## config.mk

```make
export PLATFORM = sky130hd
export DESIGN_NAME = hmt_ctrl
export DESIGN_NICKNAME = d
export VERILOG_FILES = /design/src/rtl/hmt_pkg.sv /design/src/rtl/hmt_ctrl.sv
export SDC_FILE = /design/constraint.sdc
export NUM_CORES = 1
export LEC_CHECK = 0
export BUFFER_PORTS_ARGS = -buffer_cell sky130_fd_sc_hd__buf_2
export CORE_MARGIN = 2
export CORE_UTILIZATION = 39
export CTS_CLUSTER_SIZE = 24
export DETAILED_ROUTE_END_ITERATION = 8
export PLACE_DENSITY = 0.66
export SETUP_SLACK_MARGIN = 0.2
export SLEW_MARGIN = 20
export SYNTH_ARGS = -nofsm -noshare
export SYNTH_HDL_FRONTEND = slang
export SYNTH_SLANG_ARGS = --single-unit
```

## constraint.sdc

```tcl
create_clock -name clk -period 20.2 [get_ports clk]
set_clock_uncertainty 0.1 [all_clocks]
set_input_delay 1.01 -clock clk [delete_from_list [all_inputs] [get_ports clk]]
set_output_delay 1.01 -clock clk [all_outputs]
set_load 0.05 [all_outputs]
```

## src/rtl/hmt_pkg.sv

```systemverilog
// shared types, codes and helper functions of the height masked thinning block
// no dependencies
package hmt_pkg;

  localparam int MAX_DIM_DEF     = 256;
  localparam int MAX_CELLS_DEF   = 65536;
  localparam int HEIGHT_BITS_DEF = 24;

  localparam int DIM_BITS   = 9;
  localparam int STEP_BITS  = 24;
  localparam int PADDR_BITS = 4;
  localparam int PDATA_BITS = 32;

  localparam logic signed [STEP_BITS-1:0] MAX_STEP_RESET = 24'sd256;

  localparam logic [1:0] REG_GRID_WIDTH  = 2'd0;
  localparam logic [1:0] REG_GRID_HEIGHT = 2'd1;
  localparam logic [1:0] REG_MAX_STEP    = 2'd2;

  localparam logic [1:0] KIND_LOAD = 2'd0;
  localparam logic [1:0] KIND_RUN  = 2'd1;
  localparam logic [1:0] KIND_READ = 2'd2;

  localparam logic REPLY_STATUS = 1'b0;
  localparam logic REPLY_READ   = 1'b1;

  localparam logic [1:0] STATUS_CONVERGED = 2'd0;
  localparam logic [1:0] STATUS_INVALID   = 2'd1;
  localparam logic [1:0] STATUS_LIMIT     = 2'd2;

  localparam int SUM_MIN = 2;
  localparam int SUM_MAX = 6;

  typedef enum logic [2:0] {
    S_IDLE,
    S_READ,
    S_COPY,
    S_DECIDE,
    S_APPLY
  } hmt_state_t;

  typedef struct packed {
    logic h_we;
    logic s_we;
    logic s_wdata;
    logic m_we;
    logic m_wdata;
  } mem_ctl_t;

  typedef struct packed {
    logic c_neg;
    logic c_pos;
    logic r_neg;
    logic r_pos;
  } dir_t;

  function automatic dir_t dir_of(input logic [2:0] d);
    dir_t r;
    r = '0;
    unique case (d)
      3'd0: r.r_neg = 1'b1;
      3'd1: begin r.c_pos = 1'b1; r.r_neg = 1'b1; end
      3'd2: r.c_pos = 1'b1;
      3'd3: begin r.c_pos = 1'b1; r.r_pos = 1'b1; end
      3'd4: r.r_pos = 1'b1;
      3'd5: begin r.c_neg = 1'b1; r.r_pos = 1'b1; end
      3'd6: r.c_neg = 1'b1;
      3'd7: begin r.c_neg = 1'b1; r.r_neg = 1'b1; end
      default: r = '0;
    endcase
    return r;
  endfunction

  function automatic logic thin_remove(input logic [7:0] p, input logic pass);
    logic [3:0] sum;
    logic [3:0] trans;
    logic       side;
    sum   = '0;
    trans = '0;
    for (int d = 0; d < 8; d++) begin
      sum = sum + 4'(p[d]);
      if (!p[d] && p[(d + 1) % 8]) trans = trans + 4'd1;
    end
    if (!pass) side = !(p[0] && p[2] && p[4]) && !(p[2] && p[4] && p[6]);
    else side = !(p[0] && p[2] && p[6]) && !(p[0] && p[4] && p[6]);
    return (sum >= 4'(SUM_MIN)) && (sum <= 4'(SUM_MAX)) && (trans == 4'd1) && side;
  endfunction

endpackage

```

## src/rtl/hmt_ctrl.sv

```systemverilog
// item handling and thinning sequencer: copy sweep, decide sweep, apply sweep
// depends on hmt_pkg, drives the memories in hmt_store
module hmt_ctrl #(
  parameter int MAX_DIM     = hmt_pkg::MAX_DIM_DEF,
  parameter int MAX_CELLS   = hmt_pkg::MAX_CELLS_DEF,
  parameter int HEIGHT_BITS = hmt_pkg::HEIGHT_BITS_DEF,
  localparam int AW = $clog2(MAX_CELLS),
  localparam int CW = $clog2(MAX_CELLS + 1)
) (
  input  logic                                  clk,
  input  logic                                  rst_n,
  input  logic                                  in_valid,
  output logic                                  in_stall,
  input  logic [1:0]                            in_kind,
  input  logic [15:0]                           in_cell_index,
  input  logic                                  in_road,
  input  logic signed [HEIGHT_BITS-1:0]         in_height,
  output logic                                  out_valid,
  input  logic                                  out_stall,
  output logic                                  out_reply_kind,
  output logic [1:0]                            out_status,
  output logic [8:0]                            out_iterations_used,
  output logic                                  out_skeleton_bit,
  input  logic [hmt_pkg::DIM_BITS-1:0]          grid_width,
  input  logic [hmt_pkg::DIM_BITS-1:0]          grid_height,
  input  logic signed [hmt_pkg::STEP_BITS-1:0]  max_step,
  output hmt_pkg::mem_ctl_t                     mc,
  output logic [AW-1:0]                         h_waddr,
  output logic [HEIGHT_BITS:0]                  h_wdata,
  output logic [AW-1:0]                         h_raddr,
  input  logic [HEIGHT_BITS:0]                  h_rdata,
  output logic [AW-1:0]                         s_waddr,
  output logic [AW-1:0]                         s_raddr,
  input  logic                                  s_rdata,
  output logic [AW-1:0]                         m_waddr,
  output logic [AW-1:0]                         m_raddr,
  input  logic                                  m_rdata
);

  localparam int DB = hmt_pkg::DIM_BITS;

  hmt_pkg::hmt_state_t state_r, state_nxt;

  logic [CW-1:0]          cnt_r, cnt_nxt;
  logic [CW-1:0]          ai_r, ai_nxt;
  logic                   pend_r, pend_nxt;
  logic [AW-1:0]          pa_r, pa_nxt;
  logic [AW-1:0]          idx_r, idx_nxt;
  logic [DB-1:0]          col_r, col_nxt;
  logic [DB-1:0]          row_r, row_nxt;
  logic [3:0]             step_r, step_nxt;
  logic                   inb_r, inb_nxt;
  logic [HEIGHT_BITS-1:0] ctr_h_r, ctr_h_nxt;
  logic                   ctr_s_r, ctr_s_nxt;
  logic [7:0]             p_r, p_nxt;
  logic                   pass_r, pass_nxt;
  logic                   any_r, any_nxt;
  logic [8:0]             iter_r, iter_nxt;
  logic [CW-1:0]          filled_r, filled_nxt;
  logic                   rd_ok_r, rd_ok_nxt;
  logic                   out_valid_r, out_valid_nxt;
  logic                   out_kind_r, out_kind_nxt;
  logic [1:0]             out_status_r, out_status_nxt;
  logic [8:0]             out_iter_r, out_iter_nxt;
  logic                   out_skel_r, out_skel_nxt;

  logic                   accept;
  logic                   in_range;
  logic [2*DB-1:0]        prod;
  logic                   cfg_ok;
  logic [DB-1:0]          limit;
  logic                   issue;
  logic                   sweep_done;
  logic [2:0]             d_issue;
  logic [2:0]             d_data;
  hmt_pkg::dir_t          dir;
  logic [AW-1:0]          wv;
  logic [AW-1:0]          n_addr;
  logic                   n_inb;
  logic [HEIGHT_BITS:0]   diff;
  logic [HEIGHT_BITS:0]   adiff;
  logic                   pres;
  logic [7:0]             p_full;
  logic                   rem;
  logic                   last_cell;
  logic [9:0]             iter_inc;

  assign accept    = in_valid && !in_stall;
  assign in_stall  = (state_r != hmt_pkg::S_IDLE) || (out_valid_r && out_stall);
  assign in_range  = 32'(in_cell_index) < 32'(MAX_CELLS);
  assign prod      = grid_width * grid_height;
  assign cfg_ok    = (grid_width >= DB'(3)) && (grid_height >= DB'(3)) &&
                     (32'(grid_width) <= 32'(MAX_DIM)) && (32'(grid_height) <= 32'(MAX_DIM)) &&
                     !max_step[hmt_pkg::STEP_BITS-1] && (max_step != '0) &&
                     (32'(prod) <= 32'(MAX_CELLS));
  assign limit     = (grid_width > grid_height) ? grid_width : grid_height;
  assign issue     = ai_r < cnt_r;
  assign sweep_done = !issue && !pend_r;
  assign iter_inc  = 10'(iter_r) + 10'd1;

  // neighbour fetch address and bounds
  assign d_issue = 3'(step_r - 4'd1);
  assign d_data  = 3'(step_r - 4'd2);
  assign dir     = hmt_pkg::dir_of(d_issue);
  assign wv      = AW'(grid_width);
  always_comb begin
    n_addr = idx_r;
    if (dir.r_neg) n_addr = n_addr - wv;
    if (dir.r_pos) n_addr = n_addr + wv;
    if (dir.c_neg) n_addr = n_addr - AW'(1);
    if (dir.c_pos) n_addr = n_addr + AW'(1);
    n_inb = !(dir.c_neg && (col_r == '0)) && !(dir.c_pos && (col_r == grid_width - DB'(1))) &&
            !(dir.r_neg && (row_r == '0)) && !(dir.r_pos && (row_r == grid_height - DB'(1)));
  end

  assign diff  = {ctr_h_r[HEIGHT_BITS-1], ctr_h_r} -
                 {h_rdata[HEIGHT_BITS-1], h_rdata[HEIGHT_BITS-1:0]};
  assign adiff = diff[HEIGHT_BITS] ? (~diff + 1'b1) : diff;
  assign pres  = inb_r && s_rdata &&
                 !(33'(adiff) > 33'(unsigned'(max_step)));
  always_comb begin
    p_full    = p_r;
    p_full[7] = pres;
  end
  assign rem       = ctr_s_r && hmt_pkg::thin_remove(p_full, pass_r);
  assign last_cell = (CW'(idx_r) == cnt_r - CW'(1));

  // next state
  always_comb begin
    state_nxt = state_r;
    unique case (state_r)
      hmt_pkg::S_IDLE: begin
        if (accept) begin
          if (in_kind == hmt_pkg::KIND_READ) state_nxt = hmt_pkg::S_READ;
          else if (in_kind == hmt_pkg::KIND_RUN && cfg_ok) state_nxt = hmt_pkg::S_COPY;
        end
      end
      hmt_pkg::S_READ: state_nxt = hmt_pkg::S_IDLE;
      hmt_pkg::S_COPY: if (sweep_done) state_nxt = hmt_pkg::S_DECIDE;
      hmt_pkg::S_DECIDE: if (step_r == 4'd9 && last_cell) state_nxt = hmt_pkg::S_APPLY;
      hmt_pkg::S_APPLY: begin
        if (sweep_done) begin
          if (!pass_r || (any_r && (iter_inc < 10'(limit)))) state_nxt = hmt_pkg::S_DECIDE;
          else state_nxt = hmt_pkg::S_IDLE;
        end
      end
      default: state_nxt = hmt_pkg::S_IDLE;
    endcase
  end

  // datapath and memory control
  always_comb begin
    cnt_nxt        = cnt_r;
    ai_nxt         = ai_r;
    pend_nxt       = pend_r;
    pa_nxt         = pa_r;
    idx_nxt        = idx_r;
    col_nxt        = col_r;
    row_nxt        = row_r;
    step_nxt       = step_r;
    inb_nxt        = inb_r;
    ctr_h_nxt      = ctr_h_r;
    ctr_s_nxt      = ctr_s_r;
    p_nxt          = p_r;
    pass_nxt       = pass_r;
    any_nxt        = any_r;
    iter_nxt       = iter_r;
    filled_nxt     = filled_r;
    rd_ok_nxt      = rd_ok_r;
    out_valid_nxt  = out_valid_r && out_stall;
    out_kind_nxt   = out_kind_r;
    out_status_nxt = out_status_r;
    out_iter_nxt   = out_iter_r;
    out_skel_nxt   = out_skel_r;
    mc             = '0;
    h_waddr        = AW'(in_cell_index);
    h_wdata        = {in_road, in_height};
    h_raddr        = idx_r;
    s_waddr        = pa_r;
    s_raddr        = idx_r;
    m_waddr        = idx_r;
    m_raddr        = ai_r[AW-1:0];
    unique case (state_r)
      hmt_pkg::S_IDLE: begin
        s_raddr = AW'(in_cell_index);
        if (accept) begin
          unique case (in_kind)
            hmt_pkg::KIND_LOAD: mc.h_we = in_range;
            hmt_pkg::KIND_RUN: begin
              if (!cfg_ok) begin
                out_valid_nxt  = 1'b1;
                out_kind_nxt   = hmt_pkg::REPLY_STATUS;
                out_status_nxt = hmt_pkg::STATUS_INVALID;
                out_iter_nxt   = '0;
                out_skel_nxt   = 1'b0;
              end
              cnt_nxt  = CW'(prod);
              ai_nxt   = '0;
              pend_nxt = 1'b0;
            end
            hmt_pkg::KIND_READ: rd_ok_nxt = in_range && (32'(in_cell_index) < 32'(filled_r));
            default: ;
          endcase
        end
      end
      hmt_pkg::S_READ: begin
        out_valid_nxt  = 1'b1;
        out_kind_nxt   = hmt_pkg::REPLY_READ;
        out_status_nxt = hmt_pkg::STATUS_CONVERGED;
        out_iter_nxt   = '0;
        out_skel_nxt   = rd_ok_r && s_rdata;
      end
      hmt_pkg::S_COPY: begin
        h_raddr   = ai_r[AW-1:0];
        pend_nxt  = issue;
        pa_nxt    = ai_r[AW-1:0];
        if (issue) ai_nxt = ai_r + CW'(1);
        mc.s_we    = pend_r;
        mc.s_wdata = h_rdata[HEIGHT_BITS];
        if (sweep_done) begin
          if (cnt_r > filled_r) filled_nxt = cnt_r;
          idx_nxt  = '0;
          col_nxt  = '0;
          row_nxt  = '0;
          step_nxt = '0;
          pass_nxt = 1'b0;
          any_nxt  = 1'b0;
          iter_nxt = '0;
        end
      end
      hmt_pkg::S_DECIDE: begin
        if (step_r == 4'd0) begin
          h_raddr = idx_r;
          s_raddr = idx_r;
          inb_nxt = 1'b1;
        end else begin
          h_raddr = n_addr;
          s_raddr = n_addr;
          inb_nxt = n_inb;
        end
        if (step_r == 4'd1) begin
          ctr_h_nxt = h_rdata[HEIGHT_BITS-1:0];
          ctr_s_nxt = s_rdata;
        end
        if (step_r >= 4'd2) p_nxt[d_data] = pres;
        if (step_r == 4'd9) begin
          mc.m_we    = 1'b1;
          mc.m_wdata = rem;
          any_nxt    = any_r || rem;
          step_nxt   = '0;
          if (last_cell) begin
            ai_nxt   = '0;
            pend_nxt = 1'b0;
          end else begin
            idx_nxt = idx_r + AW'(1);
            if (col_r == grid_width - DB'(1)) begin
              col_nxt = '0;
              row_nxt = row_r + DB'(1);
            end else begin
              col_nxt = col_r + DB'(1);
            end
          end
        end else begin
          step_nxt = step_r + 4'd1;
        end
      end
      hmt_pkg::S_APPLY: begin
        pend_nxt   = issue;
        pa_nxt     = ai_r[AW-1:0];
        if (issue) ai_nxt = ai_r + CW'(1);
        mc.s_we    = pend_r && m_rdata;
        mc.s_wdata = 1'b0;
        if (sweep_done) begin
          idx_nxt  = '0;
          col_nxt  = '0;
          row_nxt  = '0;
          step_nxt = '0;
          if (!pass_r) begin
            pass_nxt = 1'b1;
          end else begin
            iter_nxt = iter_inc[8:0];
            pass_nxt = 1'b0;
            any_nxt  = 1'b0;
            if (!(any_r && (iter_inc < 10'(limit)))) begin
              out_valid_nxt  = 1'b1;
              out_kind_nxt   = hmt_pkg::REPLY_STATUS;
              out_status_nxt = any_r ? hmt_pkg::STATUS_LIMIT : hmt_pkg::STATUS_CONVERGED;
              out_iter_nxt   = iter_inc[8:0];
              out_skel_nxt   = 1'b0;
            end
          end
        end
      end
      default: ;
    endcase
  end

  always_ff @(posedge clk) begin
    if (!rst_n) begin
      state_r     <= hmt_pkg::S_IDLE;
      out_valid_r <= 1'b0;
      filled_r    <= '0;
      pend_r      <= 1'b0;
      ai_r        <= '0;
      cnt_r       <= '0;
      iter_r      <= '0;
      step_r      <= '0;
      pass_r      <= 1'b0;
      any_r       <= 1'b0;
    end else begin
      state_r     <= state_nxt;
      out_valid_r <= out_valid_nxt;
      filled_r    <= filled_nxt;
      pend_r      <= pend_nxt;
      ai_r        <= ai_nxt;
      cnt_r       <= cnt_nxt;
      iter_r      <= iter_nxt;
      step_r      <= step_nxt;
      pass_r      <= pass_nxt;
      any_r       <= any_nxt;
    end
  end

  always_ff @(posedge clk) begin
    pa_r         <= pa_nxt;
    idx_r        <= idx_nxt;
    col_r        <= col_nxt;
    row_r        <= row_nxt;
    inb_r        <= inb_nxt;
    ctr_h_r      <= ctr_h_nxt;
    ctr_s_r      <= ctr_s_nxt;
    p_r          <= p_nxt;
    rd_ok_r      <= rd_ok_nxt;
    out_kind_r   <= out_kind_nxt;
    out_status_r <= out_status_nxt;
    out_iter_r   <= out_iter_nxt;
    out_skel_r   <= out_skel_nxt;
  end

  assign out_valid           = out_valid_r;
  assign out_reply_kind      = out_kind_r;
  assign out_status          = out_status_r;
  assign out_iterations_used = out_iter_r;
  assign out_skeleton_bit    = out_skel_r;

endmodule

```

==> key figures <==
Run status
  – Status: finished, final reports clean

Synth
  – Synth Cell Area: 19000 um^2
  – Synth Instances: 2328
  – Area share of the largest cell type after synthesis: 15.3%
  – Leading area contributor after synthesis: edfxtp_1
  – #FFs+latches synth: 168
  – Yosys warning count: 0
  – Synth cell types: 97
  – Fraction of registers with async set/reset: 0%
  – Number of synthesized flops with an enable pin: 97
  – Top FF cell, synth: edfxtp_1
  – Share of the yosys chip area belonging to registers: 22.8%
  – Mapped Nets: 2703
  – Top cells by area, synth: edfxtp_1 (15%), ha_1 (13%), dfxtp_1 (7.5%)
  – Avg Inst Size Synth: 8.17 um^2

Drt
  – DRC errors left: 0
  – 1st-pass router iterations: 8
  – Post-DRT Antenna Nets: 0
  – Vias per inst: 5.74
  – Vias: 17400
  – 1st-iter DRT viols: 1316
  – Wire length per cell: 19.1 um
  – Routed WL: 58100 um

Setup path
  – Arrival @ worst endpoint: 9090 ps
  – CP required: 19090 ps
  – Startpoint Class: input port
  – Most used cell, CP: a21oi_1
  – Critical path endpoint category: output port
  – RR Endpoint: any_r
  – CP Class: input port to output port
  – Reg2Reg Setup Slack: 11580 ps
  – Reg-to-reg startpoint: ctr_h_r[0]
  – Slowest stage delay, CP: 890 ps
  – R2r worst-path depth: 36
  – Slowest cell on the critical path: a41oi_1
  – Worst Path Max Fanout: 9

Finish
  – Share of cells above drive strength 1: 12.3%
  – Filler instances: 4760
  – Finished Cell Area: 20700 um^2
  – Area grow syn2layout: 8.77%
  – Final-stage net count: 2786

Clocking
  – Worst-case clock buffer depth: 2
  – Setup Fix Bufs, Post-CTS: 0
  – Root buf cell: clkbuf_16
  – Num CTS Buffers: 17
  – Worst skew pair latency: 480 ps
  – CTS Hold Bufs: 0
  – CTS H-tree lvls: 4
  – CTS sink count: 168
  – Register clock-pin slew on the reported worst setup and hold paths: 70 ps
  – CTS tree: built
  – Post_cts resized: 0

Place
  – Placed cell area: 20100 um^2
  – IO buf count: 206
  – Post-DP HPWL: 45700 um
  – Gpl congestion: 0.960

Timing
  – Final setup fails: 0
  – RSZ-0062 raised after global routing: no
  – Rel. slew slack: 26.2%
  – Final Hold Slack: 359 ps
  – Final period util: 50.5%
  – Fin crit period: 10200 ps
  – Least-Margin Pin Slew: 1100 ps
  – Slew Limit Fails: 0
  – Setup TNS: 0 ps
  – Final Hold Vio Count: 0
  – Max Freq: 98.0 MHz

Global route
  – Total gr overflow: 0
  – Initial antenna violation count: 0
  – First-pass GRT wire length: 91800 um
  – All-Layer GR Usage: 23.0%
  – Number of global-route vias before repair: 17000
  – Largest net degree at the start of global routing: 77

Power
  – Peak supply drop: 0.0684 mV
  – Static leakage: 9.04 nW
  – Power per cell area: 75.8 nW/um^2

Worst hold path
  – Worst hold path type: flip-flop to flip-flop
  – Min-delay src: filled_r[1]
  – Hold path depth: 2
  – Hold EP: filled_r[1]

Floorplanning
  – Starting Density: 39.7%
  – Io pins: 257
  – Die area: 50500 um^2
  – Die Ht: 225 um
  – Core area: 47900 um^2
  – Rows: 80
  – DIE WIDTH: 225 um

Job
  – Max Cap Viol: 0
==> cell usage after synthesis (34+ instances only) <==
cell,count
a21oi_1,93
inv_1,220
nor2b_1,34
xor2_1,65
nand2_1,220
fa_1,57
nand4_1,34
a21o_1,58
clkbuf_1,86
dfxtp_1,71
nor2_1,201
xnor2_1,120
nand3_1,89
nor3_1,44
edfxtp_1,97
ha_1,202
o21ai_0,115
buf_4,57
==> power by group <==
group	switching (mW)	internal, mW	total, mW
combinational	0.525	0.287	0.811
sequential	0.0402	0.391	0.431
clock	0.156	0.169	0.325
==> layout make-up <==
| class | count | area [um^2] | area share (%) |
|---|---|---|---|
| Timing Repair Buffer | 220 | 1140 | 5.49 |
| Clock buffer | 20 | 468 | 2.26 |
| Clock inverter | 12 | 86.3 | 0.417 |
| Sequential cell | 168 | 4330 | 21.0 |
| Antenna cell | 1 | 2.50 | 0.0121 |
| Tap cell | 615 | 769 | 3.72 |
| Inverter | 223 | 837 | 4.05 |
| Multi-Input combinational cell | 1781 | 13000 | 63.1 |
==> registers in the layout (all words and copies together), names as in the netlist, 3 cells and up <==
register / cells
out_iterations_used: 9
iter_r: 9
ai_r: 17
m_waddr: 16
row_r: 9
col_r: 9
s_waddr: 16
cnt_r: 17
step_r: 4
p_r: 7
ctr_h_r: 24
state_r: 3
filled_r: 17
==> logic make-up (layout without fill, tap and decap cells) <==
family	count (synthesis)	in the layout	synth area share (%)
simple gates	811	811	21.0
xor+xnor	186	186	8.64
flops	168	168	22.8
other cells	0	1	0
compound gates	490	490	17.6
mux	35	35	1.88
buf+inv	379	475	8.73
fa+ha+maj	259	259	19.3
==> stage by stage <==
step	worst slack, ps	std cells	util [%]	total power, mW
after floorplan	10960	2328	-	1.04
after global placement	10050	3007	42.0	1.22
after detailed placement	9990	3007	42.0	1.24
after CTS	9980	3039	43.1	1.56
after global routing	9350	3039	43.1	1.67
final	10000	3040	43.1	1.57
==> cell usage in the layout (no fill, tap or decap), types with 8 or more instances in the layout <==
cell	netlist	layout
nor3_1	44	43
and3_1	29	29
dfxtp_1	71	71
buf_4	57	14
and2_1	29	29
fa_1	57	57
nor4_1	28	26
clkbuf_16	0	18
a21o_1	58	58
nand4_1	34	34
o211ai_1	16	16
ha_1	202	202
buf_2	1	206
nand3_1	89	89
nor2b_1	34	34
a21oi_1	93	92
nand2_1	220	220
o211a_1	8	8
o21ai_0	115	115
a31oi_1	19	19
or2_2	8	8
nand2b_1	25	25
mux2i_1	30	30
a21boi_0	17	17
nor2_1	201	200
a211o_1	9	9
or3_1	17	17
inv_1	220	220
xnor2_1	120	120
a221o_1	13	13
a211oi_1	22	21
edfxtp_1	97	97
o21a_1	26	26
xor2_1	65	65
o31ai_1	9	9
==> critical path, delay by kind of cell <==
family | cells | cell delay [ps]
buf+inv | 3 | 450
xor+xnor | 2 | 410
simple gates | 9 | 1170
compound gates | 15 | 3980
fa+ha+maj | 6 | 2060
==> layer usage <==
metal / track usage, % / up-vias / share of wire, %
met5: 0 / - / 0
met3: 3.70 / 112 / 6.6
li1: - / 8288 / -
met4: 7.97 / 0 / 2.7
met2: 38.3 / 645 / 47
met1: 30.2 / 8402 / 44
==> worst max path at each step <==
stage	start	endpoint	slack, ps	cells after the start
finish	h_rdata[0]	mc[0]	10000	35
global route	h_rdata[0]	mc[0]	9350	35
CTS	h_rdata[0]	mc[0]	9980	35
detailed placement	h_rdata[0]	mc[0]	9990	35
global placement	h_rdata[0]	mc[0]	10050	35
floorplan	h_rdata[0]	mc[0]	10960	33
Power figures use the tool's default switching activity.
