$ cat src/rtl/hmt_pkg.sv
// shared types, codes and helper functions of the height masked thinning block
// no dependencies
package hmt_pkg;

  localparam int MAX_DIM_DEF     = 256;
  localparam int MAX_CELLS_DEF   = 65536;
  localparam int HEIGHT_BITS_DEF = 24;

  localparam int DIM_BITS   = 9;
  localparam int STEP_BITS  = 24;
  localparam int PADDR_BITS = 4;
  localparam int PDATA_BITS = 32;

  localparam logic signed [STEP_BITS-1:0] MAX_STEP_RESET = 24'sd256;

  localparam logic [1:0] REG_GRID_WIDTH  = 2'd0;
  localparam logic [1:0] REG_GRID_HEIGHT = 2'd1;
  localparam logic [1:0] REG_MAX_STEP    = 2'd2;

  localparam logic [1:0] KIND_LOAD = 2'd0;
  localparam logic [1:0] KIND_RUN  = 2'd1;
  localparam logic [1:0] KIND_READ = 2'd2;

  localparam logic REPLY_STATUS = 1'b0;
  localparam logic REPLY_READ   = 1'b1;

  localparam logic [1:0] STATUS_CONVERGED = 2'd0;
  localparam logic [1:0] STATUS_INVALID   = 2'd1;
  localparam logic [1:0] STATUS_LIMIT     = 2'd2;

  localparam int SUM_MIN = 2;
  localparam int SUM_MAX = 6;

  typedef enum logic [2:0] {
    S_IDLE,
    S_READ,
    S_COPY,
    S_DECIDE,
    S_APPLY
  } hmt_state_t;

  typedef struct packed {
    logic h_we;
    logic s_we;
    logic s_wdata;
    logic m_we;
    logic m_wdata;
  } mem_ctl_t;

  typedef struct packed {
    logic c_neg;
    logic c_pos;
    logic r_neg;
    logic r_pos;
  } dir_t;

  function automatic dir_t dir_of(input logic [2:0] d);
    dir_t r;
    r = '0;
    unique case (d)
      3'd0: r.r_neg = 1'b1;
      3'd1: begin r.c_pos = 1'b1; r.r_neg = 1'b1; end
      3'd2: r.c_pos = 1'b1;
      3'd3: begin r.c_pos = 1'b1; r.r_pos = 1'b1; end
      3'd4: r.r_pos = 1'b1;
      3'd5: begin r.c_neg = 1'b1; r.r_pos = 1'b1; end
      3'd6: r.c_neg = 1'b1;
      3'd7: begin r.c_neg = 1'b1; r.r_neg = 1'b1; end
      default: r = '0;
    endcase
    return r;
  endfunction

  function automatic logic thin_remove(input logic [7:0] p, input logic pass);
    logic [3:0] sum;
    logic [3:0] trans;
    logic       side;
    sum   = '0;
    trans = '0;
    for (int d = 0; d < 8; d++) begin
      sum = sum + 4'(p[d]);
      if (!p[d] && p[(d + 1) % 8]) trans = trans + 4'd1;
    end
    if (!pass) side = !(p[0] && p[2] && p[4]) && !(p[2] && p[4] && p[6]);
    else side = !(p[0] && p[2] && p[6]) && !(p[0] && p[4] && p[6]);
    return (sum >= 4'(SUM_MIN)) && (sum <= 4'(SUM_MAX)) && (trans == 4'd1) && side;
  endfunction

endpackage

$ cat src/rtl/hmt_cfg.sv
// apb configuration registers: grid width, grid height, step limit
// depends on hmt_pkg
module hmt_cfg (
  input  logic                                    clk,
  input  logic                                    rst_n,
  input  logic                                    psel,
  input  logic                                    penable,
  input  logic                                    pwrite,
  input  logic [hmt_pkg::PADDR_BITS-1:0]          paddr,
  input  logic [hmt_pkg::PDATA_BITS-1:0]          pwdata,
  output logic [hmt_pkg::PDATA_BITS-1:0]          prdata,
  output logic                                    pready,
  output logic [hmt_pkg::DIM_BITS-1:0]            grid_width,
  output logic [hmt_pkg::DIM_BITS-1:0]            grid_height,
  output logic signed [hmt_pkg::STEP_BITS-1:0]    max_step
);

  logic [hmt_pkg::DIM_BITS-1:0]         width_r;
  logic [hmt_pkg::DIM_BITS-1:0]         height_r;
  logic signed [hmt_pkg::STEP_BITS-1:0] step_r;
  logic                                 wr;
  logic [1:0]                           reg_idx;

  assign pready  = 1'b1;
  assign wr      = psel && penable && pwrite;
  assign reg_idx = paddr[3:2];

  always_ff @(posedge clk) begin
    if (!rst_n) begin
      width_r  <= '0;
      height_r <= '0;
      step_r   <= hmt_pkg::MAX_STEP_RESET;
    end else if (wr) begin
      unique case (reg_idx)
        hmt_pkg::REG_GRID_WIDTH:  width_r  <= pwdata[hmt_pkg::DIM_BITS-1:0];
        hmt_pkg::REG_GRID_HEIGHT: height_r <= pwdata[hmt_pkg::DIM_BITS-1:0];
        hmt_pkg::REG_MAX_STEP:    step_r   <= pwdata[hmt_pkg::STEP_BITS-1:0];
        default: ;
      endcase
    end
  end

  always_comb begin
    prdata = '0;
    unique case (reg_idx)
      hmt_pkg::REG_GRID_WIDTH:  prdata = hmt_pkg::PDATA_BITS'(width_r);
      hmt_pkg::REG_GRID_HEIGHT: prdata = hmt_pkg::PDATA_BITS'(height_r);
      hmt_pkg::REG_MAX_STEP:    prdata = hmt_pkg::PDATA_BITS'(unsigned'(step_r));
      default: prdata = '0;
    endcase
  end

  assign grid_width  = width_r;
  assign grid_height = height_r;
  assign max_step    = step_r;

endmodule

$ cat config.mk
export PLATFORM = sky130hd
export DESIGN_NAME = hmt_cfg
export DESIGN_NICKNAME = d
export VERILOG_FILES = /design/src/rtl/hmt_pkg.sv /design/src/rtl/hmt_cfg.sv
export SDC_FILE = /design/constraint.sdc
export NUM_CORES = 1
export LEC_CHECK = 0
export BUFFER_PORTS_ARGS = -buffer_cell sky130_fd_sc_hd__buf_4
export CAP_MARGIN = 10
export CELL_PAD_IN_SITES_DETAIL_PLACEMENT = 1
export CELL_PAD_IN_SITES_GLOBAL_PLACEMENT = 1
export CORE_MARGIN = 3
export CORE_UTILIZATION = 33
export CTS_CLUSTER_DIAMETER = 30
export CTS_CLUSTER_SIZE = 14
export DETAILED_ROUTE_END_ITERATION = 10
export PLACE_DENSITY = 0.88
export SLEW_MARGIN = 20
export SYNTH_ARGS = -nofsm -noshare
export SYNTH_HDL_FRONTEND = slang
export SYNTH_SLANG_ARGS = --single-unit
$ cat constraint.sdc
create_clock -name clk -period 2.5 [get_ports clk]
set_input_delay 0.125 -clock clk [delete_from_list [all_inputs] [get_ports clk]]
set_output_delay 0.125 -clock clk [all_outputs]
set_load 0.03 [all_outputs]
==> results of run 1 <==
[per-layer routing]
| layer | up-vias | wire, um | track usage, % |
|---|---|---|---|
| met3 | 8 | 399 | 6.02 |
| li1 | 883 | - | - |
| met2 | 68 | 3010 | 30.1 |
| met4 | 0 | 72 | 4.53 |
| met5 | - | 0 | 0 |
| met1 | 874 | 2360 | 18.6 |
[cell type report]
cell class,count,area [um^2],area share (%)
Clock buffer,7,76.3,2.74
Tap cell,72,90.1,3.24
Timing Repair Buffer,99,756,27.2
Multi-Input combinational cell,164,1010,36.5
Sequential cell,42,841,30.2
Inverter,1,3.75,0.135
[state kept, by name, indices dropped and copies added, names as in the netlist]
name and flops:
grid_width 9, grid_height 9, max_step 24
[placed cells by master (no fill, tap or decap), drive strengths merged]
| cell | count |
|---|---|
| mux2i | 50 |
| nand3 | 1 |
| nand2 | 74 |
| and3 | 1 |
| buf | 99 |
| o21ai | 9 |
| nand3b | 1 |
| and2 | 16 |
| inv | 1 |
| dfxtp | 42 |
| conb | 9 |
| nor3b | 1 |
| clkbuf | 7 |
| o211ai | 1 |
| nor2b | 1 |
[worst max path at each step]
stage | start | end | slack [ps] | cells after the start
5_1_grt | grid_height[8] | prdata[8] | 1130 | 3
2_1_floorplan | grid_height[0] | prdata[0] | 1060 | 2
4_1_cts | grid_width[5] | prdata[5] | 1180 | 3
3_5_place_dp | paddr[3] | max_step[2] | 1080 | 5
3_3_place_gp | pwrite | grid_height[2] | 1150 | 4
6_report | grid_width[5] | prdata[5] | 1200 | 3
[cells in the mapped netlist]
master,instances,share of area (%)
dfxtp_1,42,42
clkbuf_1,8,1.5
buf_4,12,4.5
conb_1,2,0.38
buf_1,1,0.19
inv_1,1,0.19
buf_8,2,1.5
nand3b_1,1,0.38
and2_1,16,5.0
o211ai_2,1,0.63
nand3_1,1,0.25
mux2i_1,50,25
buf_6,1,0.56
buf_2,1,0.25
nand2_1,74,14
o21ai_0,9,2.3
nor3b_1,1,0.38
nor2b_4,1,0.69
and3_1,1,0.31
[critical path, cell delays in order, from the launching register on]
cell	delay, ps
dfxtp_1	380
mux2i_1	100
o21ai_0	210
buf_4	200
[through the flow]
step,power [uW],cell area (um^2),worst slack (ps)
5_1_grt,1330,2780,1130
3_3_place_gp,868,2710,1150
6_report,1270,2780,1200
4_1_cts,1290,2780,1180
2_1_floorplan,812,2020,1060
3_5_place_dp,873,2710,1080
[cells by family (layout without fill, tap and decap cells)]
kind of cell,Yosys count,in the layout,synth area share (%)
and+or+nand+nor,95,95,20.9
other,2,9,0.376
AOI/OAI and AO/OA,10,10,2.88
buffers and inverters,26,107,8.70
muxes,50,50,25.0
DFF,42,42,42.1
[power by group through the flow]
| stage | Combinational [uW] | Clock (uW) | Sequential [uW] |
|---|---|---|---|
| after global placement | 168 | 0 | 700 |
| after floorplan | 95.9 | 0 | 716 |
| final | 171 | 416 | 684 |
| after CTS | 173 | 432 | 684 |
| after global routing | 185 | 460 | 686 |
| after detailed placement | 173 | 0 | 700 |
==> impl_metrics.sql, run 1 <==
INSERT INTO impl_metrics (metric_group, metric, value, unit) VALUES
('outcome', 'outcome', 'completed', ''),
('routing', 'drt_drc', '0', ''),
('pwr', 'p_leak', '0.00131', 'uW'),
('synth', 'avgSynthCellArea', '8.88', 'um^2'),
('clocking', 'tritoncts.num_buffers', '5', ''),
('worst_setup_path', 'rr_worst_depth', '2', ''),
('synth', 'warning_count_from_the_yosys_run', '0', ''),
('clocking', 'clk_latency', '290', 'ps'),
('clocking', 'cts_tree', 'built', ''),
('clocking', 'post_cts.resized_instances', '0', ''),
('global_route', 'largest_net_degree_at_the_start_of_global_routing', '67', ''),
('clocking', 'holdBufCountCts', '0', ''),
('pwr', 'vdd_ir_drop_max', '0.259', 'mV'),
('placement', 'port_buffers', '96', ''),
('floorplan', 'area_of_the_placeable_core', '5680', 'um^2'),
('global_route', 'globalRoute.totalOverflow', '0', ''),
('cells_and_area', 'syn_to_final_growth', '39.2', '%'),
('timing', 'timing.final.hold_violations', '0', ''),
('floorplan', 'io_pins', '116', ''),
('global_route', 'grt_use_total', '16.8', '%'),
('worst_setup_path', 'required', '2380', 'ps'),
('worst_setup_path', 'setup.worst_path.class', 'reg2out', ''),
('synth', 'synthesis.instances', '225', ''),
('floorplan', 'fp-row-count', '27', ''),
('routing', 'route.detailed.wl_per_inst', '15.2', 'um'),
('global_route', 'grt_antenna_before_repair', '0', ''),
('cells_and_area', 'post_route_cells_drive_above_1_share', '34.2', '%'),
('worst_setup_path', 'worst_path_maximum_fanout', '3', ''),
('pwr', 'total_power_divided_by_cell_area', '457', 'nW/um^2'),
('timing', 'maxClockFrequency', '769', 'MHz'),
('routing', 'drt-initial-drc-count', '46', ''),
('cells_and_area', 'filler_cell_count', '691', ''),
('placement', 'rd_place_congestion', '0.741', ''),
('hold_path', 'hold_path.class', 'in2reg', ''),
('worst_setup_path', 'regToRegEndpoint', 'max_step[2]', ''),
('routing', 'avgViaCountPerCell', '4.76', ''),
('global_route', 'grt_first_pass_wirelength', '9.54', 'mm'),
('timing', 'final.min_clock_period', '1300', 'ps'),
('pwr', 'p_sw', '335', 'uW'),
('pwr', 'swShare', '26.3', '%'),
('floorplan', 'die_width', '83.8', 'um'),
('timing', 'post-route-period-util', '52.0', '%'),
('cells_and_area', 'design.final.nets', '354', ''),
('worst_setup_path', 'start_kind', 'flop', ''),
('clocking', 'htree_num_levels', '2', ''),
('timing', 'slew-limit-headroom', '56.6', '%'),
('timing', 'finalSetupViolations', '0', ''),
('worst_setup_path', 'timing.critical_path.to_type', 'output pin', ''),
('pwr', 'internal_power', '936', 'uW'),
('floorplan', 'initial_utilization', '35.2', '%'),
('routing', 'ant_nets', '0', ''),
('clocking', 'largest_buffer_count_on_any_clock_path', '2', ''),
('worst_setup_path', 'reg2reg_slack', '1760', 'ps'),
('pwr', 'seq_power_share', '53.8', '%'),
('timing', 'clock-skew-final', '0', 'ps'),
('clocking', 'clock_sink_count', '42', ''),
('cells_and_area', 'final_util', '49.0', '%'),
('synth', 'synth_cell_type_count', '19', ''),
('floorplan', 'die-height', '83.8', 'um'),
('placement', 'numPlacedInstances', '378', ''),
('flow_run', 'maxCapViolCount', '0', ''),
('hold_path', 'holdPathStages', '3', ''),
('routing', 'postRouteWirelength', '5.84', 'mm'),
('routing', 'route.vias.total', '1833', ''),
('synth', 'synth.cell_area', '2000', 'um^2'),
('hold_path', 'worstHoldEndpoint', 'max_step[19]', ''),
('synth', 'ys_ff_latch', '42', ''),
('timing', 'setup-tns-final', '0', 'ps'),
('placement', 'detailedPlacementHpwl', '4.26', 'mm'),
('routing', 'drt_first_pass_iters', '4', ''),
('clocking', 'post-cts-setup-buffer-count', '0', '');
Power figures use the tool's default switching activity.
==> run 2: changes to the inputs <==
Settings changed: CORE_UTILIZATION 33 to 30, PLACE_DENSITY 0.88 to 0.82.
Clock period 2.5 ns to 1.2 ns, I/O delays scaled along.
==> run 2 against run 1 <==
Net effect:
- final area is 4.4% higher
- combinational power is 120% higher
- hold slack worse by 56 ps
- sequential power is 110% higher
- sequential cell count stayed put
- cell count is 3.6% higher
- count of clock-buffer cells in the layout is 2 lower
- first-iteration DRC count is 17% lower
- routed wire length is 1.8% lower
- largest power group unchanged
==> impl_metrics.sql, run 2 (synthesized netlist as in run 1, its figures left out) <==
INSERT INTO impl_metrics (metric_group, metric, value, unit) VALUES
('flow_run', 'maxCapViolCount', '0', ''),
('clocking', 'clk_latency', '280', 'ps'),
('cells_and_area', 'post_route_cells_drive_above_1_share', '39.4', '%'),
('global_route', 'grt_antenna_before_repair', '0', ''),
('timing', 'setup-tns-final', '0', 'ps'),
('pwr', 'total_power_divided_by_cell_area', '995', 'nW/um^2'),
('clocking', 'clock_sink_count', '42', ''),
('timing', 'maxClockFrequency', '894', 'MHz'),
('worst_setup_path', 'required', '1140', 'ps'),
('worst_setup_path', 'start_kind', 'flop', ''),
('clocking', 'htree_num_levels', '2', ''),
('clocking', 'largest_buffer_count_on_any_clock_path', '2', ''),
('timing', 'hold_slack', '20.8', 'ps'),
('worst_setup_path', 'setup.worst_path.class', 'reg2out', ''),
('floorplan', 'die-height', '87.6', 'um'),
('timing', 'timing.final.hold_violations', '0', ''),
('timing', 'post-route-period-util', '93.2', '%'),
('cells_and_area', 'design.final.nets', '362', ''),
('timing', 'setup_ws', '81.8', 'ps'),
('cells_and_area', 'syn_to_final_growth', '45.3', '%'),
('timing', 'final.min_clock_period', '1120', 'ps'),
('clocking', 'cts_root_buffer', 'clkbuf_8', ''),
('global_route', 'globalRoute.totalOverflow', '0', ''),
('timing', 'unrepaired_setup_endpoints_after_global_routing', 'true', ''),
('routing', 'route.detailed.wl_per_inst', '14.4', 'um'),
('global_route', 'largest_net_degree_at_the_start_of_global_routing', '27', ''),
('global_route', 'grt_use_total', '15.1', '%'),
('floorplan', 'io_pins', '116', ''),
('placement', 'port_buffers', '96', ''),
('timing', 'clock-skew-final', '0', 'ps'),
('worst_setup_path', 'rr_worst_depth', '2', ''),
('routing', 'drt-initial-drc-count', '38', ''),
('floorplan', 'die_width', '87.6', 'um'),
('timing', 'finalMaxSlewViolations', '0', ''),
('outcome', 'outcome', 'completed', ''),
('worst_setup_path', 'path_buf_inv', '1', ''),
('pwr', 'vdd_ir_drop_max', '0.433', 'mV'),
('worst_setup_path', 'timing.critical_path.to_type', 'output pin', ''),
('worst_setup_path', 'reg2reg_slack', '560', 'ps'),
('routing', 'drt_first_pass_iters', '4', ''),
('worst_setup_path', 'worst_path_maximum_fanout', '3', ''),
('global_route', 'via_count_of_the_first_global_routing_pass', '1867', ''),
('placement', 'numPlacedInstances', '391', ''),
('routing', 'postRouteWirelength', '5.74', 'mm'),
('placement', 'pre_cts_ws', '55.6', 'ps'),
('worst_setup_path', 'critPathArrivalTime', '1060', 'ps'),
('floorplan', 'fp-row-count', '29', ''),
('clocking', 'clk_pin_slew', '80', 'ps'),
('cells_and_area', 'most_frequent_cells_in_the_layout', '105 x buf_4, 74 x nand2_1, 50 x mux2i_1', ''),
('worst_setup_path', 'crit_path_max_incr_delay', '360', 'ps'),
('cells_and_area', 'final_util', '45.5', '%'),
('hold_path', 'hold_path.class', 'in2reg', ''),
('worst_setup_path', 'setup.worst_path.start', 'grid_height[2]', ''),
('cells_and_area', 'finish.cell_count_without_fillers', '399', ''),
('cells_and_area', 'largest_reg_flops', '24', ''),
('worst_setup_path', 'worst_path_dominant_cell_family', 'flip-flops', ''),
('worst_setup_path', 'regToRegEndpoint', 'max_step[8]', ''),
('worst_setup_path', 'timing.critical_path.cells', 'mux2i_1, o21ai_1, buf_4', ''),
('placement', 'rd_place_congestion', '0.693', ''),
('floorplan', 'area_enclosed_by_the_die_boundary', '7680', 'um^2'),
('timing', 'finalSetupViolations', '0', ''),
('routing', 'ant_nets', '0', ''),
('clocking', 'tritoncts.num_buffers', '5', ''),
('pwr', 'p_leak', '0.00137', 'uW'),
('floorplan', 'area_of_the_placeable_core', '6390', 'um^2'),
('routing', 'drt_drc', '0', ''),
('clocking', 'post-cts-setup-buffer-count', '0', ''),
('placement', 'detailedPlacementHpwl', '4.44', 'mm'),
('routing', 'route.vias.total', '1836', ''),
('floorplan', 'initial_utilization', '31.3', '%'),
('cells_and_area', 'n_antenna_cell', '0', ''),
('worst_setup_path', 'worst_r2r_startpoint', 'max_step[8]', ''),
('worst_setup_path', 'master_of_the_slowest_instance_on_the_critical_path', 'dfxtp_1', ''),
('global_route', 'grt_first_pass_wirelength', '9.02', 'mm'),
('worst_setup_path', 'worstSetupPathDepth', '3', ''),
('hold_path', 'holdPathStages', '3', ''),
('routing', 'avgViaCountPerCell', '4.60', ''),
('cells_and_area', 'layout.cells.most_common', 'buf_4', ''),
('worst_setup_path', 'critPathCapture', 'prdata[2]', ''),
('clocking', 'cts_tree', 'built', '');
==> run 2: changes by cell type in the layout (fill, tap and decap cells not counted), sizes merged <==
cell	change
buf	+8
bufinv	+1
clkbuf	-2
clkinv	+2
==> run 2: where the power goes <==
group          total (uW)  internal, uW  switching (uW)  leakage [uW]
sequential           1430          1410            14.8      0.000343
clock                1090           612             478     0.0000579
combinational         374           154             220      0.000973
==> run 2: through the flow <==
step,total power (uW),area [um^2]
2_1_floorplan,1690,2020
3_3_place_gp,1830,2790
3_5_place_dp,1840,2790
4_1_cts,2940,2890
5_1_grt,3040,2900
6_report,2890,2900
==> run 2: what timing repair did <==
item                                    4_1_cts  5_1_grt
gates resized for setup                       0        8
endpoints found under the hold margin         0        0
hold buffers                                  0        0
endpoints found under the setup margin        0        5
==> run 2: final cells by class <==
type                    count  area (um^2)
clock buffers               5         68.8
multi-input cells         164         1020
fillers                   778         3480
clock inverters             3         40.0
flip-flops and latches     42          851
repair buffers            107          828
well taps                  77         96.3
inverters                   1         3.75
==> run 2: worst min-delay path by stage <==
stage / start / to / slack (ps)
final: pwdata[20] / max_step[20] / 20
after global routing: pwdata[20] / max_step[20] / 7
after CTS: pwdata[10] / max_step[10] / 10
after detailed placement: pwdata[18] / max_step[18] / 330
after global placement: pwdata[8] / max_step[8] / 320
after floorplan: pwdata[10] / max_step[10] / 200
==> run 2: worst reg2reg max path, cell delays in order, from the launching register on <==
cell and delay [ps]:
dfxtp_1 370, inv_1 60, o211ai_2 140
==> run 2: layer usage <==
metal,GRT usage (%),part of all wire (%),up-vias
met4,4.18,0.96,0
met2,27.3,51,72
met3,3.67,7.2,6
li1,-,-,898
met1,17.7,41,860
met5,0,0,-
==> run 3: changes to the inputs <==
Settings changed: ABC_AREA from default to 1, CORE_UTILIZATION 30 to 29, PLACE_DENSITY 0.82 to 0.83.
==> run 3 against run 2 <==
Net effect:
- first-iteration DRC count grew 92%
- via count grew 29%
- setup slack gained 56 ps
- synthesized area grew 7.3%
- count of clock-buffer cells in the layout grew 1
- sequential power is essentially flat
- combinational power grew 46%
- die area grew 10%
- register-to-register slack is essentially flat
- sequential cell count is the same
- critical path depth is the same
- critical path type unchanged
- highest routed layer unchanged
==> impl_metrics.sql, run 3 <==
INSERT INTO impl_metrics (metric_group, metric, value, unit) VALUES
('flow_run', 'maxCapViolCount', '0', ''),
('outcome', 'outcome', 'completed', ''),
('clocking', 'largest_buffer_count_on_any_clock_path', '2', ''),
('clocking', 'holdBufCountCts', '1', ''),
('routing', 'route.detailed.wl_per_inst', '13.5', 'um'),
('synth', 'netlist_top_cells_area', 'dfxtp_1 39%, nor2_1 17%, nand2_1 13%', ''),
('routing', 'met2_length', '3.75', 'mm'),
('global_route', 'grt_first_pass_wirelength', '11.7', 'mm'),
('timing', 'finalMaxSlewViolations', '0', ''),
('pwr', 'vdd_ir_drop_max', '0.664', 'mV'),
('synth', 'library_cell_occupying_the_most_area_in_the_post_synthesis_netlist', 'dfxtp_1', ''),
('synth', 'warning_count_from_the_yosys_run', '0', ''),
('synth', 'synthesis.instances', '342', ''),
('placement', 'detailedPlacementHpwl', '5.36', 'mm'),
('worst_setup_path', 'critPathArrivalTime', '1000', 'ps'),
('global_route', 'grt_antenna_before_repair', '0', ''),
('clocking', 'clock_sink_count', '42', ''),
('cells_and_area', 'layout.cells.most_common', 'buf_4', ''),
('synth', 'synth-edff-count', '0', ''),
('clocking', 'cts_tree', 'built', ''),
('placement', 'rd_place_congestion', '0.721', ''),
('timing', 'finalSetupViolations', '0', ''),
('routing', 'avgViaCountPerCell', '4.42', ''),
('placement', 'port_buffers', '96', ''),
('clocking', 'clk_latency', '280', 'ps'),
('placement', 'pre_cts_ws', '133', 'ps'),
('synth', 'synth.cell_area', '2140', 'um^2'),
('timing', 'clock-skew-final', '0', 'ps'),
('timing', 'timing.final.hold_violations', '0', ''),
('routing', 'wl_met3', '320', 'um'),
('routing', 'drt_drc', '0', ''),
('synth', 'yosysTopAreaCellShare', '39.2', '%'),
('floorplan', 'die-height', '92.0', 'um'),
('worst_setup_path', 'required', '1140', 'ps'),
('floorplan', 'io_pins', '116', ''),
('floorplan', 'die_width', '92.0', 'um'),
('pwr', 'p_leak', '0.00154', 'uW'),
('timing', 'maxClockFrequency', '941', 'MHz'),
('timing', 'unrepaired_setup_endpoints_after_global_routing', 'false', ''),
('pwr', 'total_power_divided_by_cell_area', '1080', 'nW/um^2'),
('synth', 'synth.top_cells.by_count', '98 x nor2_1, 72 x nand2_1, 52 x nand3_1', ''),
('clocking', 'cts_root_buffer', 'clkbuf_8', ''),
('cells_and_area', 'largest_reg_flops', '24', ''),
('cells_and_area', 'post_route_cells_drive_above_1_share', '28.3', '%'),
('timing', 'setup-tns-final', '0', 'ps'),
('floorplan', 'area_enclosed_by_the_die_boundary', '8460', 'um^2'),
('routing', 'route.vias.total', '2361', ''),
('synth', 'asyncSetResetFlopFracSynth', '0', '%'),
('routing', 'drt-initial-drc-count', '73', ''),
('routing', 'wl_met1', '3.01', 'mm'),
('synth', 'avgSynthCellArea', '6.27', 'um^2'),
('worst_setup_path', 'setup.worst_path.class', 'reg2out', ''),
('global_route', 'via_count_of_the_first_global_routing_pass', '2356', ''),
('synth', 'synth_flop_cell', 'dfxtp_1', ''),
('timing', 'post-route-period-util', '88.5', '%'),
('routing', 'topRoutingLayerUsed', 'met4', ''),
('global_route', 'largest_net_degree_at_the_start_of_global_routing', '43', ''),
('worst_setup_path', 'worst_path_maximum_fanout', '3', ''),
('synth', 'synth_cell_type_count', '16', ''),
('floorplan', 'initial_utilization', '30.7', '%'),
('timing', 'final.min_clock_period', '1060', 'ps'),
('clocking', 'post_cts.resized_instances', '0', ''),
('worst_setup_path', 'timing.critical_path.to_type', 'output pin', ''),
('clocking', 'htree_num_levels', '2', ''),
('cells_and_area', 'syn_to_final_growth', '45.6', '%'),
('cells_and_area', 'design.final.nets', '478', ''),
('cells_and_area', 'n_antenna_cell', '0', ''),
('clocking', 'post-cts-setup-buffer-count', '0', ''),
('clocking', 'tritoncts.num_buffers', '5', ''),
('floorplan', 'fp-row-count', '30', ''),
('cells_and_area', 'most_frequent_cells_in_the_layout', '102 x buf_4, 97 x nor2_1, 72 x nand2_1', ''),
('synth', 'ys_ff_latch', '42', ''),
('timing', 'setup_ws', '138', 'ps'),
('global_route', 'globalRoute.totalOverflow', '0', ''),
('hold_path', 'hold_path.class', 'in2reg', ''),
('routing', 'drt_first_pass_iters', '4', ''),
('clocking', 'clk_pin_slew', '90', 'ps'),
('floorplan', 'area_of_the_placeable_core', '6980', 'um^2'),
('synth', 'sequential_fraction_of_the_synthesis_area', '39.2', '%'),
('synth', 'most_frequent_cell_after_synthesis', 'nor2_1', ''),
('worst_setup_path', 'start_kind', 'flop', ''),
('global_route', 'grt_use_total', '17.0', '%'),
('routing', 'postRouteWirelength', '7.19', 'mm'),
('routing', 'ant_nets', '0', '');
==> run 3: cell count changes after synthesis, sizes merged <==
cell,previous run,this run
o211ai,1,0
and2,16,0
mux2i,50,0
buf,17,24
and3,1,0
inv,1,42
clkbuf,8,2
o21ai,9,1
nor2,0,104
nor3b,1,0
nor2b,1,0
nand3b,1,0
nand2,74,73
nand3,1,52
==> run 3: power by group <==
| group | leakage, uW | total (uW) | switching, uW | internal (uW) |
|---|---|---|---|---|
| logic | 0.00113 | 545 | 342 | 204 |
| clock network | 0.0000714 | 1380 | 493 | 888 |
| registers | 0.000340 | 1450 | 24.7 | 1420 |
| total | 0.00154 | 3370 | 859 | 2520 |
==> run 3: through the flow <==
step	util, %	area [um^2]	instances	total power (uW)	hold WS [ps]
floorplan	-	2170	349	1820	186
global placement	42.5	2970	525	2010	285
detailed placement	42.5	2970	525	2030	296
CTS	44.7	3120	534	3420	84.1
global route	44.7	3120	534	3530	108
finish	44.7	3120	534	3370	86.1
==> run 3: area by class of cell <==
class / instances / area [um^2]
repair buffers: 107 / 856
clock inverters: 2 / 60.1
inverters: 42 / 158
fillers: 974 / 3860
multi-input cells: 239 / 1000
well taps: 96 / 120
flip-flops and latches: 42 / 841
clock buffers: 6 / 82.6
==> run 3: critical path: stages, from the launching register on <==
cell and delay [ps]:
dfxtp_1 380, inv_1 60, nor2_1 110, buf_4 170
==> run 3: cell families after synthesis <==
group,synth area share (%)
other,0.350
AND/OR/NAND/NOR,44.9
flip-flops,39.2
AO/OA/AOI/OAI,0.233
buffers and inverters,15.3
==> run 3: per-layer routing <==
| layer | vias up | track usage [%] |
|---|---|---|
| met5 | - | 0 |
| met4 | 0 | 4.83 |
| met3 | 6 | 2.79 |
| met2 | 53 | 31.6 |
| met1 | 1109 | 19.9 |
| li1 | 1193 | - |
==> run 3: path summary, 6_finish.rpt <==
| kind | start | endpoint | slack, ps | cells after the start |
|---|---|---|---|---|
| hold reg to reg | grid_width[1] | grid_width[1] | 510 | 2 |
| setup / recovery | max_step[17] | prdata[17] | 140 | 3 |
| setup reg to reg | grid_width[4] | grid_width[4] | 570 | 2 |
| hold / removal | pwdata[15] | max_step[15] | 90 | 5 |
